===== config.mk =====
export PLATFORM = sky130hd
export DESIGN_NAME = detection_centroid_roi_tracker
export DESIGN_NICKNAME = d
export VERILOG_FILES = /design/src/rtl/core/dcrt_pkg.sv /design/src/rtl/core/detection_centroid_roi_tracker.sv /design/src/rtl/core/dcrt_ram.sv /design/src/rtl/core/dcrt_div.sv
export SDC_FILE = /design/constraint.sdc
export NUM_CORES = 2
export LEC_CHECK = 0
export CORE_ASPECT_RATIO = 1.75
export CORE_UTILIZATION = 30
export CTS_CLUSTER_SIZE = 12
export DETAILED_ROUTE_END_ITERATION = 7
export DONT_BUFFER_PORTS = 1
export GPL_TIMING_DRIVEN = 0
export REMOVE_ABC_BUFFERS = 1
export SLEW_MARGIN = 40
export SYNTH_ARGS = -nofsm -noshare
export SYNTH_HDL_FRONTEND = slang
export SYNTH_SLANG_ARGS = --single-unit

===== constraint.sdc =====
create_clock -name clk -period 4.9 [get_ports clk]
set_input_delay 0.98 -clock clk [delete_from_list [all_inputs] [get_ports clk]]
set_output_delay 0.98 -clock clk [all_outputs]
set_load 0.1 [all_outputs]

===== src/rtl/core/dcrt_pkg.sv =====
`timescale 1ns / 1ps
// ----------------------------------------------------------------------------
// dcrt_pkg: shared constants of the centroid ROI tracker
// Field widths, configuration register map, reset values and trust limits.
// ----------------------------------------------------------------------------
package dcrt_pkg;

    localparam int COORD_W    = 10;
    localparam int CONF_W     = 9;
    localparam int TRUST_W    = 4;
    localparam int CFG_IDX_W  = 3;
    localparam int CFG_DATA_W = 10;

    // configuration register map
    localparam logic [CFG_IDX_W-1:0] CFG_MIN_CONF     = 3'd0;
    localparam logic [CFG_IDX_W-1:0] CFG_ROI_WIDTH    = 3'd1;
    localparam logic [CFG_IDX_W-1:0] CFG_ROI_HEIGHT   = 3'd2;
    localparam logic [CFG_IDX_W-1:0] CFG_FRAME_WIDTH  = 3'd3;
    localparam logic [CFG_IDX_W-1:0] CFG_FRAME_HEIGHT = 3'd4;

    // register reset values
    localparam logic [CONF_W-1:0]  MIN_CONF_RST     = 9'd77;
    localparam logic [COORD_W-1:0] ROI_WIDTH_RST    = 10'd160;
    localparam logic [COORD_W-1:0] ROI_HEIGHT_RST   = 10'd120;
    localparam logic [COORD_W-1:0] FRAME_WIDTH_RST  = 10'd320;
    localparam logic [COORD_W-1:0] FRAME_HEIGHT_RST = 10'd240;
    localparam logic [COORD_W-1:0] REGION_LEFT_RST  = 10'd80;
    localparam logic [COORD_W-1:0] REGION_TOP_RST   = 10'd60;

    localparam logic [TRUST_W-1:0] TRUST_MAX       = 4'd10;
    localparam logic [TRUST_W-1:0] TRUST_USE_ABOVE = 4'd3;
    localparam int                 MIN_POINTS      = 3;

endpackage


===== src/rtl/core/detection_centroid_roi_tracker.sv =====
`timescale 1ns / 1ps
// ----------------------------------------------------------------------------
// detection_centroid_roi_tracker: recentres a region of interest on detections
// Keeps a sliding point history with running sums; every UPDATE_PERIOD-th
// accepted detection, once MIN_POINTS are held, moves the region onto the floored mean.
// ----------------------------------------------------------------------------
// Usage:
//   Input channel (in_valid/in_ready): one beat carries det_x, det_y and
//   confidence. Output channel (out_valid/out_ready): exactly one result beat
//   per input beat, in order. Config channel (cfg_valid/cfg_ready, always
//   ready): cfg_index selects min_confidence, roi_width, roi_height,
//   frame_width, frame_height; other indexes are dropped. Write config only
//   while the block is idle.
//   Timing: one item at a time. A rejected detection goes from accept to the
//   done state; an accepted one passes the sum state first. An item that
//   recentres the region also passes the divide and place states, the divide
//   state lasting as long as the two bit-serial dividers that compute the x
//   and y means one quotient bit per cycle. The history read of the oldest
//   point overlaps the accept cycle.
//   The result register frees the input side: a new beat is taken while the
//   previous result still waits. If out_ready stays low, the next result
//   holds in its final state and in_ready stays low until the slot frees.
//   Reset restores the control and configuration registers to their defaults,
//   empties the history and disables the region; no clearing pass runs.
// ----------------------------------------------------------------------------
module detection_centroid_roi_tracker #(
    parameter int HISTORY_DEPTH = 50,
    parameter int UPDATE_PERIOD = 5
) (
    input  logic                              clk,
    input  logic                              rst_n,
    // input beat
    input  logic                              in_valid,
    output logic                              in_ready,
    input  logic [dcrt_pkg::COORD_W-1:0]      det_x,
    input  logic [dcrt_pkg::COORD_W-1:0]      det_y,
    input  logic [dcrt_pkg::CONF_W-1:0]       confidence,
    // result beat
    output logic                              out_valid,
    input  logic                              out_ready,
    output logic                              accepted,
    output logic                              roi_updated,
    output logic [dcrt_pkg::COORD_W-1:0]      roi_left,
    output logic [dcrt_pkg::COORD_W-1:0]      roi_top,
    output logic                              roi_enabled,
    output logic [dcrt_pkg::TRUST_W-1:0]      roi_trust_tenths,
    output logic                              use_roi,
    // configuration writes
    input  logic                              cfg_valid,
    output logic                              cfg_ready,
    input  logic [dcrt_pkg::CFG_IDX_W-1:0]    cfg_index,
    input  logic [dcrt_pkg::CFG_DATA_W-1:0]   cfg_data
);

    import dcrt_pkg::*;

    localparam int SLOT_W  = $clog2(HISTORY_DEPTH);
    localparam int CNT_W   = $clog2(HISTORY_DEPTH + 1);
    localparam int SUM_W   = COORD_W + CNT_W;
    localparam int PHASE_W = (UPDATE_PERIOD > 1) ? $clog2(UPDATE_PERIOD) : 1;

    typedef enum logic [4:0] {
        S_IDLE  = 5'b00001,
        S_SUM   = 5'b00010,
        S_DIV   = 5'b00100,
        S_PLACE = 5'b01000,
        S_DONE  = 5'b10000
    } state_t;

    // Center an edge on the mean, then clamp at zero and at the frame edge.
    function automatic logic [COORD_W-1:0] place_edge(
        input logic [COORD_W-1:0] mean,
        input logic [COORD_W-1:0] size,
        input logic [COORD_W-1:0] frame
    );
        logic [COORD_W-1:0] half;
        logic [COORD_W-1:0] edge_v;
        logic [COORD_W:0]   reach;
        half   = size >> 1;
        edge_v = (mean > half) ? (mean - half) : '0;
        reach  = {1'b0, edge_v} + {1'b0, size};
        if (reach > {1'b0, frame})
        begin
            edge_v = (frame >= size) ? (frame - size) : '0;
        end
        return edge_v;
    endfunction

    // control and state
    state_t             state_reg, state_next;
    logic [CNT_W-1:0]   cnt_reg, cnt_next;
    logic [SLOT_W-1:0]  slot_reg, slot_next;
    logic [SUM_W-1:0]   sum_x_reg, sum_x_next;
    logic [SUM_W-1:0]   sum_y_reg, sum_y_next;
    logic [PHASE_W-1:0] phase_reg, phase_next;
    logic [COORD_W-1:0] left_reg, left_next;
    logic [COORD_W-1:0] top_reg, top_next;
    logic               on_reg, on_next;
    logic [TRUST_W-1:0] trust_reg, trust_next;
    logic               acc_reg, acc_next;
    logic               upd_reg, upd_next;
    logic               out_valid_reg, out_valid_next;

    // configuration registers
    logic [CONF_W-1:0]  min_conf_reg;
    logic [COORD_W-1:0] roi_w_reg;
    logic [COORD_W-1:0] roi_h_reg;
    logic [COORD_W-1:0] frame_w_reg;
    logic [COORD_W-1:0] frame_h_reg;

    // payload
    logic [COORD_W-1:0] px_reg;
    logic [COORD_W-1:0] py_reg;
    logic               o_acc_reg;
    logic               o_upd_reg;
    logic [COORD_W-1:0] o_left_reg;
    logic [COORD_W-1:0] o_top_reg;
    logic               o_on_reg;
    logic [TRUST_W-1:0] o_trust_reg;
    logic               o_use_reg;

    logic                   in_fire;
    logic                   out_load;
    logic                   full;
    logic                   period_hit;
    logic                   launch;
    logic                   div_start;
    logic [2*COORD_W-1:0]   hist_rdata;
    logic [COORD_W-1:0]     old_x;
    logic [COORD_W-1:0]     old_y;
    logic                   div_x_done;
    logic                   div_y_done;
    logic [SUM_W-1:0]       mean_x;
    logic [SUM_W-1:0]       mean_y;

    assign in_ready  = (state_reg == S_IDLE);
    assign in_fire   = in_valid && in_ready;
    assign cfg_ready = 1'b1;
    assign out_load  = (state_reg == S_DONE) && (!out_valid_reg || out_ready);

    assign old_x = hist_rdata[2*COORD_W-1:COORD_W];
    assign old_y = hist_rdata[COORD_W-1:0];
    assign full  = (cnt_reg == CNT_W'(HISTORY_DEPTH));

    // Point history: the read of the slot about to be overwritten is issued
    // at accept time so the old point is ready in the sum cycle.
    dcrt_ram #(
        .WIDTH (2 * COORD_W),
        .DEPTH (HISTORY_DEPTH)
    ) u_hist (
        .clk   (clk),
        .we    (state_reg == S_SUM),
        .waddr (slot_reg),
        .wdata ({px_reg, py_reg}),
        .re    (in_fire),
        .raddr (slot_reg),
        .rdata (hist_rdata)
    );

    // Two divider lanes run in lockstep, one for each axis.
    dcrt_div #(
        .DVD_W (SUM_W),
        .DVS_W (CNT_W)
    ) u_div_x (
        .clk      (clk),
        .rst_n    (rst_n),
        .start    (div_start),
        .dividend (sum_x_next),
        .divisor  (cnt_next),
        .done     (div_x_done),
        .quotient (mean_x)
    );

    dcrt_div #(
        .DVD_W (SUM_W),
        .DVS_W (CNT_W)
    ) u_div_y (
        .clk      (clk),
        .rst_n    (rst_n),
        .start    (div_start),
        .dividend (sum_y_next),
        .divisor  (cnt_next),
        .done     (div_y_done),
        .quotient (mean_y)
    );

    // History bookkeeping for the sum cycle: replace the oldest point once
    // the history is full, otherwise grow it.
    always_comb
    begin
        cnt_next   = full ? cnt_reg : (cnt_reg + CNT_W'(1));
        sum_x_next = sum_x_reg - (full ? SUM_W'(old_x) : '0) + SUM_W'(px_reg);
        sum_y_next = sum_y_reg - (full ? SUM_W'(old_y) : '0) + SUM_W'(py_reg);
        slot_next  = (slot_reg == SLOT_W'(HISTORY_DEPTH - 1)) ? '0
                                                               : (slot_reg + SLOT_W'(1));
        period_hit = (phase_reg == PHASE_W'(UPDATE_PERIOD - 1));
        phase_next = period_hit ? '0 : (phase_reg + PHASE_W'(1));
        launch     = period_hit && (cnt_next >= CNT_W'(MIN_POINTS));
        div_start  = (state_reg == S_SUM) && launch;
    end

    // Sequencer
    always_comb
    begin
        state_next     = state_reg;
        acc_next       = acc_reg;
        upd_next       = upd_reg;
        left_next      = left_reg;
        top_next       = top_reg;
        on_next        = on_reg;
        trust_next     = trust_reg;
        out_valid_next = out_valid_reg;

        if (out_valid_reg && out_ready)
        begin
            out_valid_next = 1'b0;
        end

        unique case (state_reg)
            S_IDLE:
            begin
                if (in_valid)
                begin
                    acc_next   = (confidence >= min_conf_reg);
                    upd_next   = 1'b0;
                    state_next = (confidence >= min_conf_reg) ? S_SUM : S_DONE;
                end
            end
            S_SUM:
            begin
                state_next = launch ? S_DIV : S_DONE;
            end
            S_DIV:
            begin
                if (div_x_done && div_y_done)
                begin
                    state_next = S_PLACE;
                end
            end
            S_PLACE:
            begin
                left_next  = place_edge(mean_x[COORD_W-1:0], roi_w_reg, frame_w_reg);
                top_next   = place_edge(mean_y[COORD_W-1:0], roi_h_reg, frame_h_reg);
                on_next    = 1'b1;
                trust_next = (trust_reg < TRUST_MAX) ? (trust_reg + TRUST_W'(1)) : trust_reg;
                upd_next   = 1'b1;
                state_next = S_DONE;
            end
            S_DONE:
            begin
                if (out_load)
                begin
                    out_valid_next = 1'b1;
                    state_next     = S_IDLE;
                end
            end
            default:
            begin
                state_next = S_IDLE;
            end
        endcase
    end

    always_ff @(posedge clk or negedge rst_n)
    begin
        if (!rst_n)
        begin
            state_reg     <= S_IDLE;
            cnt_reg       <= '0;
            slot_reg      <= '0;
            sum_x_reg     <= '0;
            sum_y_reg     <= '0;
            phase_reg     <= '0;
            left_reg      <= REGION_LEFT_RST;
            top_reg       <= REGION_TOP_RST;
            on_reg        <= 1'b0;
            trust_reg     <= '0;
            acc_reg       <= 1'b0;
            upd_reg       <= 1'b0;
            out_valid_reg <= 1'b0;
        end
        else
        begin
            state_reg     <= state_next;
            left_reg      <= left_next;
            top_reg       <= top_next;
            on_reg        <= on_next;
            trust_reg     <= trust_next;
            acc_reg       <= acc_next;
            upd_reg       <= upd_next;
            out_valid_reg <= out_valid_next;
            // commit the history update in the sum cycle
            if (state_reg == S_SUM)
            begin
                cnt_reg   <= cnt_next;
                slot_reg  <= slot_next;
                sum_x_reg <= sum_x_next;
                sum_y_reg <= sum_y_next;
                phase_reg <= phase_next;
            end
        end
    end

    // Configuration registers; unknown indexes are dropped.
    always_ff @(posedge clk or negedge rst_n)
    begin
        if (!rst_n)
        begin
            min_conf_reg <= MIN_CONF_RST;
            roi_w_reg    <= ROI_WIDTH_RST;
            roi_h_reg    <= ROI_HEIGHT_RST;
            frame_w_reg  <= FRAME_WIDTH_RST;
            frame_h_reg  <= FRAME_HEIGHT_RST;
        end
        else if (cfg_valid && cfg_ready)
        begin
            unique case (cfg_index)
                CFG_MIN_CONF:     min_conf_reg <= cfg_data[CONF_W-1:0];
                CFG_ROI_WIDTH:    roi_w_reg    <= cfg_data[COORD_W-1:0];
                CFG_ROI_HEIGHT:   roi_h_reg    <= cfg_data[COORD_W-1:0];
                CFG_FRAME_WIDTH:  frame_w_reg  <= cfg_data[COORD_W-1:0];
                CFG_FRAME_HEIGHT: frame_h_reg  <= cfg_data[COORD_W-1:0];
                default:          ;
            endcase
        end
    end

    // Payload: latch the point on accept, snapshot the result on load.
    always_ff @(posedge clk)
    begin
        if (in_fire)
        begin
            px_reg <= det_x;
            py_reg <= det_y;
        end
        if (out_load)
        begin
            o_acc_reg   <= acc_reg;
            o_upd_reg   <= upd_reg;
            o_left_reg  <= left_reg;
            o_top_reg   <= top_reg;
            o_on_reg    <= on_reg;
            o_trust_reg <= trust_reg;
            o_use_reg   <= on_reg && (trust_reg > TRUST_USE_ABOVE);
        end
    end

    assign out_valid        = out_valid_reg;
    assign accepted         = o_acc_reg;
    assign roi_updated      = o_upd_reg;
    assign roi_left         = o_left_reg;
    assign roi_top          = o_top_reg;
    assign roi_enabled      = o_on_reg;
    assign roi_trust_tenths = o_trust_reg;
    assign use_roi          = o_use_reg;

`ifndef SYNTHESIS
    // trust saturates at ten tenths
    a_trust_sat: assert property (@(posedge clk) disable iff (!rst_n)
        trust_reg <= TRUST_MAX)
        else $error("region trust above saturation limit");

    // history bookkeeping stays inside the store
    a_hist_bounds: assert property (@(posedge clk) disable iff (!rst_n)
        (cnt_reg <= CNT_W'(HISTORY_DEPTH)) && (slot_reg <= SLOT_W'(HISTORY_DEPTH - 1)))
        else $error("history count or write slot out of range");

    // both divider lanes finish together, and only while the sequencer waits
    a_div_lockstep: assert property (@(posedge clk) disable iff (!rst_n)
        (div_x_done == div_y_done) && (!div_x_done || (state_reg == S_DIV)))
        else $error("divider lanes out of step with sequencer");

    // a recentre is only reported for an accepted detection
    a_upd_implies_acc: assert property (@(posedge clk) disable iff (!rst_n)
        (state_reg == S_PLACE) |=> (state_reg == S_DONE) && upd_reg && acc_reg)
        else $error("region recentred without accepted detection");
`endif

endmodule


===== src/rtl/core/dcrt_ram.sv =====
`timescale 1ns / 1ps
// ----------------------------------------------------------------------------
// dcrt_ram: generic single-port-write, single-port-read RAM
// One write and one registered read per cycle; contents undefined at reset.
// ----------------------------------------------------------------------------
module dcrt_ram #(
    parameter int WIDTH = 20,
    parameter int DEPTH = 50
) (
    input  logic                     clk,
    input  logic                     we,
    input  logic [$clog2(DEPTH)-1:0] waddr,
    input  logic [WIDTH-1:0]         wdata,
    input  logic                     re,
    input  logic [$clog2(DEPTH)-1:0] raddr,
    output logic [WIDTH-1:0]         rdata
);

    logic [WIDTH-1:0] mem [DEPTH];
    logic [WIDTH-1:0] rdata_reg;

    always_ff @(posedge clk)
    begin
        if (we)
        begin
            mem[waddr] <= wdata;
        end
        if (re)
        begin
            rdata_reg <= mem[raddr];
        end
    end

    assign rdata = rdata_reg;

endmodule


===== src/rtl/core/dcrt_div.sv =====
`timescale 1ns / 1ps
// ----------------------------------------------------------------------------
// dcrt_div: bit-serial restoring divider
// Shifts the dividend out one bit per cycle and the quotient in; DVD_W steps.
// ----------------------------------------------------------------------------
module dcrt_div #(
    parameter int DVD_W = 16,
    parameter int DVS_W = 6
) (
    input  logic             clk,
    input  logic             rst_n,
    input  logic             start,
    input  logic [DVD_W-1:0] dividend,
    input  logic [DVS_W-1:0] divisor,
    output logic             done,
    output logic [DVD_W-1:0] quotient
);

    localparam int STEP_W = $clog2(DVD_W + 1);

    logic              busy_reg;
    logic              done_reg;
    logic [STEP_W-1:0] step_reg;
    logic [DVD_W-1:0]  quo_reg;
    logic [DVS_W-1:0]  rem_reg;
    logic [DVS_W-1:0]  dvs_reg;

    logic [DVS_W:0]    trial;
    logic [DVS_W:0]    diff;
    logic              fits;
    logic              last_step;

    assign trial     = {rem_reg, quo_reg[DVD_W-1]};
    assign diff      = trial - {1'b0, dvs_reg};
    assign fits      = (trial >= {1'b0, dvs_reg});
    assign last_step = busy_reg && (step_reg == STEP_W'(1));

    always_ff @(posedge clk or negedge rst_n)
    begin
        if (!rst_n)
        begin
            busy_reg <= 1'b0;
            done_reg <= 1'b0;
            step_reg <= '0;
        end
        else
        begin
            done_reg <= last_step;
            if (start)
            begin
                busy_reg <= 1'b1;
                step_reg <= STEP_W'(DVD_W);
            end
            else if (busy_reg)
            begin
                step_reg <= step_reg - STEP_W'(1);
                if (last_step)
                begin
                    busy_reg <= 1'b0;
                end
            end
        end
    end

    // shift one dividend bit in, one quotient bit out
    always_ff @(posedge clk)
    begin
        if (start)
        begin
            quo_reg <= dividend;
            rem_reg <= '0;
            dvs_reg <= divisor;
        end
        else if (busy_reg)
        begin
            quo_reg <= {quo_reg[DVD_W-2:0], fits};
            rem_reg <= fits ? diff[DVS_W-1:0] : trial[DVS_W-1:0];
        end
    end

    assign done     = done_reg;
    assign quotient = quo_reg;

endmodule


## Word-level counts from Yosys, hierarchy flattened

Memories as Yosys holds them, arrays and structs flattened. A register that Yosys moved wholly into a read port is not among the register bits.
Index checks and enable logic that the tools add are counted.

- Add/sub/neg operators: 18
- Multiply operators: 0
- Divide/modulo/power cells: 0
- Magnitude comparators: 12
- Eq/ne operators: 17
- Shift operators: 0
- Multiplexer cells: 40
- Bitwise logic cells: 0
- Reductions and logical operators: 24

Operators by type and width:

| kind | number |
|---|---|
| 2-to-1 mux 10 bit | 8 |
| 2-to-1 mux 16 bit | 4 |
| 2-to-1 mux 5 bit | 9 |
| adder 16 x 10 -> 16 bit | 2 |
| subtractor 16 x 10 -> 16 bit | 2 |
| case mux 5 bit (5 select lines) | 1 |
| 2-to-1 mux 6 bit | 4 |
| adder 10 x 10 -> 11 bit | 2 |
| greater-than comparator 11 x 10 -> 1 bit | 2 |
| greater-or-equal comparator 10 bit | 2 |
| greater-than comparator 10 x 9 -> 1 bit | 2 |
| subtractor 10 bit | 2 |
| subtractor 10 x 9 -> 10 bit | 2 |
| AND reduction 2 bit | 8 |
| equality test 5 x 1 -> 1 bit (second input constant) | 3 |
| greater-or-equal comparator 7 x 6 -> 1 bit | 2 |
| adder 6 x 1 -> 6 bit (second input constant) | 2 |
| equality test 6 bit (second input constant) | 2 |
| 2-to-1 mux 1 bit | 12 |
| subtractor 6 bit | 2 |
| subtractor 5 x 1 -> 5 bit (second input constant) | 2 |
| greater-or-equal comparator 9 bit | 1 |
| logical AND 1 bit | 9 |
| equality test 3 x 2 -> 1 bit (second input constant) | 2 |
| 19 further kinds | 24 |

- Register bits: 241
- Bits in latches: 0
- RAM bits: 1000
- ROM bits: 0
- Bits of input ports: 47
- Output and inout port bits: 31
- Word-level logic and storage cells: 150
- Memories: 1

Memory list:

| name | depth | bits a word | read ports | clocked after Yosys merged registers in | wr ports | RTL line | source |
|---|---|---|---|---|---|---|---|
| u_hist.mem | 50 | 20 | 1 | 1 | 1 | dcrt_ram.sv:19 | `logic [WIDTH-1:0] mem [DEPTH];` |

## Depth between registers and ports, before layout

- Depth after elaboration: 6
- Mapped depth: 29
- Gate-level depth less buffers: 28

## Modules after synthesis

Synthesis repeated with hierarchy kept, for this count alone.

- Cells, all modules: 3645
- Area, all modules: 55575.8 µm²

Modules (own cells, without submodules):

| module | times used | cells each | area an instance (µm²) | sequential area each (µm²) |
|---|---|---|---|---|
| dcrt_ram | 1 | 2052 | 39874.5 | 30629.4 |
| detection_centroid_roi_tracker | 1 | 1299 | 12165.4 | 4698.3 |
| dcrt_div | 2 | 147 | 1767.9 | 955.9 |

## Worst setup path before layout

OpenSTA, ideal clock, no wires.

- Path kind: register to register
- Start point: register roi_h_reg[1]
- End point: register top_reg[8]
- Setup time: 0.126 ns
- Data arrival time: 5.201 ns
- Data required time: 4.774 ns
- Setup slack: -0.427 ns
- Cell stages (with the launch flop): 29
- Buffers on the path: 2
- Clock period less this slack: 5.327 ns
- Path through: dfrtp_1 ha_1 fa_1 nor2b_1 o21ai_0 a21boi_1 o21ai_0 a21o_1 o21ai_1 buf_2 and2_1 ha_1 a21o_1 a21oi_1 nor2b_1 o31a_1 o21a_1 nor2_1 xnor2_1 ha_1 nand4_1 or3_1 o21ai_0 a31oi_1 a211oi_2 nor2b_1 clkbuf_1 a221oi_1 nor2_1

- Longest elaborated chain between the ends: 5
- Elaborated cells between the ends (all ways): 9
- Those cells by class: add/sub (3); order compare (3); mux (3)

Ends and longest elaborated chain:

| what | RTL line | source |
|---|---|---|
| start: declaration | detection_centroid_roi_tracker.sv:107 | `logic [COORD_W-1:0] roi_h_reg;` |
| start signal: assignment | detection_centroid_roi_tracker.sv:320 | `CFG_ROI_HEIGHT: roi_h_reg <= cfg_data[COORD_W-1:0];` |
| subtractor 10 x 9 -> 10 bit / greater-than comparator 10 x 9 -> 1 bit (equally long branches) | detection_centroid_roi_tracker.sv:80 | `edge_v = (mean > half) ? (mean - half) : '0;` |
| 2-to-1 mux 10 bit | detection_centroid_roi_tracker.sv:80 |  |
| adder 10 x 10 -> 11 bit | detection_centroid_roi_tracker.sv:81 | `reach = {1'b0, edge_v} + {1'b0, size};` |
| greater-than comparator 11 x 10 -> 1 bit | detection_centroid_roi_tracker.sv:82 | `if (reach > {1'b0, frame})` |
| 2-to-1 mux 10 bit (*) | detection_centroid_roi_tracker.sv:82 |  |
| end signal: assignment | detection_centroid_roi_tracker.sv:286 | `top_reg <= top_next;` |
| end: declaration | detection_centroid_roi_tracker.sv:97 | `logic [COORD_W-1:0] top_reg, top_next;` |

Mark *: on every way between the ends. The rest lies on a longest branch, timed or not.
A chain may end at the register's enable or synchronous reset.

## Final worst setup path

- Start point: register roi_h_reg[1]
- End point: register top_reg[5]

The elaborated chain is that of the path after synthesis.

==> flow_summary_export.csv <==
group,metric,value,unit
status,status,"finished, violations left",
status,violations,"negative setup slack",
grt,grt_pass1_vias,33500,
timing,clock-skew-final,0.0733,ns
logic_synthesis,yosys_warnings,0,
power,seq_power_share,38.6,%
timing,post-route-min-period,5.38,ns
critical_path,cp.arrival,6.04,ns
logic_synthesis,synth.avg_cell_area,14.5,um^2
placement,port-buffer-count,0,
clock_network,clock-sinks,1261,
floorplan,start_util,30.2,%
critical_path,worst-r2r-cell-count,28,
layout,nFillCells,17000,
power,power_switching,11.9,mW
clock_network,cts_tree,"built",
power,p_comb_share,36.1,%
power,clkPwrFrac,25.3,%
layout,seq_area,37100,um^2
timing,final-max-slew-violation-count,0,
power,leakage,22.2,nW
grt,grt_max_degree,121,
layout,multi_input_area,16800,um^2
power,internal-power,22.4,mW
floorplan,pin_count,78,
logic_synthesis,ys_ff_latch,1261,
placement,placed_cell_area,60400,um^2
clock_network,clk_pin_slew,0.07,ns
floorplan,dieWidth,324,um
timing,rsz0062_at_grt,"yes",
clock_network,numCtsBuffers,120,
grt,grt_antenna_before_repair,14,
placement,globalplace.congestion,0.873,
worst_hold_path,hold_class,"in -> async",
routing,final_antenna_net_count,0,
logic_synthesis,netlist_instances,3750,
layout,largest_reg_flops,1000,
timing,max_freq,186,MHz
grt,grt_util_met3,2.52,%
critical_path,worst_ep_required_time,5.56,ns
routing,drtIter0Drc,2814,
placement,dp_hpwl,106,mm
grt,gr-max-usage-layer,"met2",
floorplan,fp-row-count,206,
clock_network,clk-insertion-delay-late,0.78,ns
logic_synthesis,synth-async-reset-ratio,11.3,%
critical_path,r2r_slack,-0.48,ns
floorplan,core-area,180000,um^2
grt,grtUsageMet2,30.7,%
timing,tightest_slew,0.895,ns
timing,worst_slack,-0.480,ns
layout,nets,4182,
floorplan,dieArea,183000,um^2
layout,fin_area,65000,um^2
timing,slew_headroom,40.1,%
routing,route.detailed.drc,0,
critical_path,critPathCaptureType,"register",
grt,use_met1,18.0,%
power,ir_drop,0.363,mV
critical_path,cp_slowest_cell,"dfrtp_2",
critical_path,r2r_end,"top_reg[5]",
clock_network,clockRootBuffer,"clkbuf_16",
critical_path,timing.rr.start,"roi_h_reg[1]",
critical_path,max_stage_delay,0.43,ns
routing,first_pass_iters,5,
power,switching_share,34.7,%
power,power_density,527,nW/um^2
critical_path,cp_max_fo,7,
logic_synthesis,ys_seq_area_share,68.3,%
run,maxCapViolCount,0,
timing,holdWs,0.0535,ns
timing,setup_violations,21,
floorplan,die_h,565,um
layout,drive_gt1_share,19.9,%
routing,wl_per_cell,24.2,um
timing,fin_crit_sh,110,%
grt,grt_util_all_layers,16.8,%
timing,hold_viol,0,
critical_path,cp-start-kind,"register",
grt,grt_pass1_wl,225,mm
routing,vias,33400,
grt,overflow,0,
critical_path,path_common_cell,"o21ai_2",
clock_network,htreeDepth,3,
logic_synthesis,synthFlopType,"edfxtp_1",
routing,finalWirelength,155,mm
logic_synthesis,synth-edff-count,1106,
critical_path,path_class,"reg -> reg",
routing,via_per_inst,5.21,
logic_synthesis,syn_area,54300,um^2
clock_network,clock_path_buffers,3,
logic_synthesis,synth_cell_types,87,
layout,area_growth,19.8,%
## worst max-delay path: cells and delay by family (launching register included)
family	cells	cell delay [ns]
compound gates	14	2.19
simple gates	7	1.26
fa+ha+maj	4	1.01
flops	1	0.43
buf+inv	2	0.31
xor+xnor	1	0.08
## placed cells by master, fill, tap and decap left out, types with 21 or more instances in the layout
master / instances
a21o_1: 25
a21oi_1: 159
a221oi_1: 127
a22o_1: 34
a22oi_1: 85
a31oi_1: 28
and2_1: 27
buf_12: 22
buf_16: 50
buf_4: 82
buf_6: 64
buf_8: 48
clkbuf_1: 34
clkbuf_16: 120
dfrtp_1: 110
dfstp_2: 23
edfxtp_1: 1106
fa_1: 24
ha_1: 125
inv_1: 181
mux2_2: 101
mux2i_1: 109
mux4_2: 46
nand2_1: 242
nand2b_1: 26
nand3_1: 22
nand4_1: 21
nor2_1: 180
nor2_4: 69
nor2b_1: 26
nor3_1: 38
o21ai_0: 161
o21ai_1: 21
o22ai_1: 28
xnor2_1: 62
xor2_1: 21
## stage by stage
step	instances	setup TNS (ns)	power [mW]	util (%)	setup WS, ns
CTS	6394	-7.38	34.1	36.0	-0.592
floorplan	3568	-4570.01	20.4	-	-5.84
detailed placement	6163	-33.16	24.8	33.6	-2.02
finish	6416	-6.45	34.3	36.1	-0.480
global placement	5960	-	23.2	31.3	-21.11
global route	6415	-11.06	35.6	36.1	-0.727
## kinds of logic after synthesis
| logic type | after synthesis | synth area share (%) |
|---|---|---|
| and+or+nand+nor | 743 | 6.19 |
| xor gates and xnor gates | 85 | 1.42 |
| muxes | 256 | 6.01 |
| buffers and inverters | 376 | 3.04 |
| other | 1 | 0.00691 |
| adders and majority gates | 170 | 4.31 |
| AOI/OAI and AO/OA | 858 | 10.8 |
| DFF | 1261 | 68.3 |
## cells in the mapped netlist, drive strengths merged, types with 7 or more instances
master / count / area, um^2
edfxtp: 1106 / 33200
mux2i: 109 / 1090
o21bai: 14 / 105
fa: 28 / 561
nand2b: 28 / 175
a211oi: 19 / 148
mux4: 46 / 1040
or3: 14 / 87.6
xor2: 21 / 184
inv: 194 / 728
nor3: 45 / 225
clkbuf: 76 / 285
ha: 142 / 1780
dfxtp: 12 / 240
nand2: 252 / 948
a221o: 16 / 160
a31oi: 30 / 194
and3: 9 / 56.3
o22ai: 29 / 181
dfrtp: 120 / 3000
nand4: 21 / 131
a21boi: 10 / 75.1
nor3b: 8 / 60.1
a22o: 34 / 298
o211ai: 9 / 67.6
and2: 28 / 175
xnor2: 62 / 543
mux2: 101 / 1140
a22oi: 85 / 638
o21a: 16 / 120
o221ai: 9 / 78.8
a21oi: 173 / 866
buf: 106 / 638
nand3: 24 / 120
nor2b: 29 / 181
o21ai: 193 / 970
a32oi: 7 / 61.3
nor2: 256 / 973
a21o: 25 / 188
dfstp: 23 / 604
o22a: 12 / 105
a221oi: 133 / 1170
o311ai: 7 / 61.3
## repair_timing
item	4_1_cts	5_1_grt
endpoints found under the hold margin	120	0
endpoints found under the setup margin	20	23
resized for setup	104	30
hold buffers	1	0
gates cloned	1	0
pin swaps	54	59
setup buffers	51	21
## how the worst max path moves through the flow
stage / start / end / slack, ns
after detailed placement: roi_h_reg[1] / top_reg[3] / -2.02
after global placement: slot_reg[0] / u_hist.mem[48][2] / -21.11
after global routing: u_div_y.quotient[0] / top_reg[5] / -0.73
after floorplan: slot_reg[0] / u_hist.mem[49][0] / -5.84
final: roi_h_reg[1] / top_reg[5] / -0.48
after CTS: roi_h_reg[3] / top_reg[5] / -0.59
## per-layer routing
| metal | wire [um] | vias to the layer above | part of all wire [%] |
|---|---|---|---|
| li1 | - | 14800 | - |
| met1 | 54600 | 17100 | 35 |
| met2 | 81100 | 1200 | 52 |
| met3 | 8870 | 364 | 5.7 |
| met4 | 10300 | 20 | 6.6 |
| met5 | 112 | - | 0.072 |
## layout make-up
class | count | area share [%]
multi-input cells | 2114 | 25.8
repair buffers | 274 | 6.03
clock inverters | 19 | 0.446
clock buffers | 160 | 4.94
flip-flops and latches | 1261 | 57.0
well taps | 2392 | 4.60
inverters | 194 | 1.15
diodes | 2 | 0.00770
## power groups by stage
stage	Combinational, mW	Clock (mW)	Sequential (mW)
2_1_floorplan	6.53	0	13.9
3_3_place_gp	8.70	0	14.5
3_5_place_dp	11.3	0	13.4
4_1_cts	12.1	8.79	13.2
5_1_grt	13.2	9.14	13.3
6_report	12.4	8.65	13.2
No activity file was read; power rests on OpenSTA's default activity.
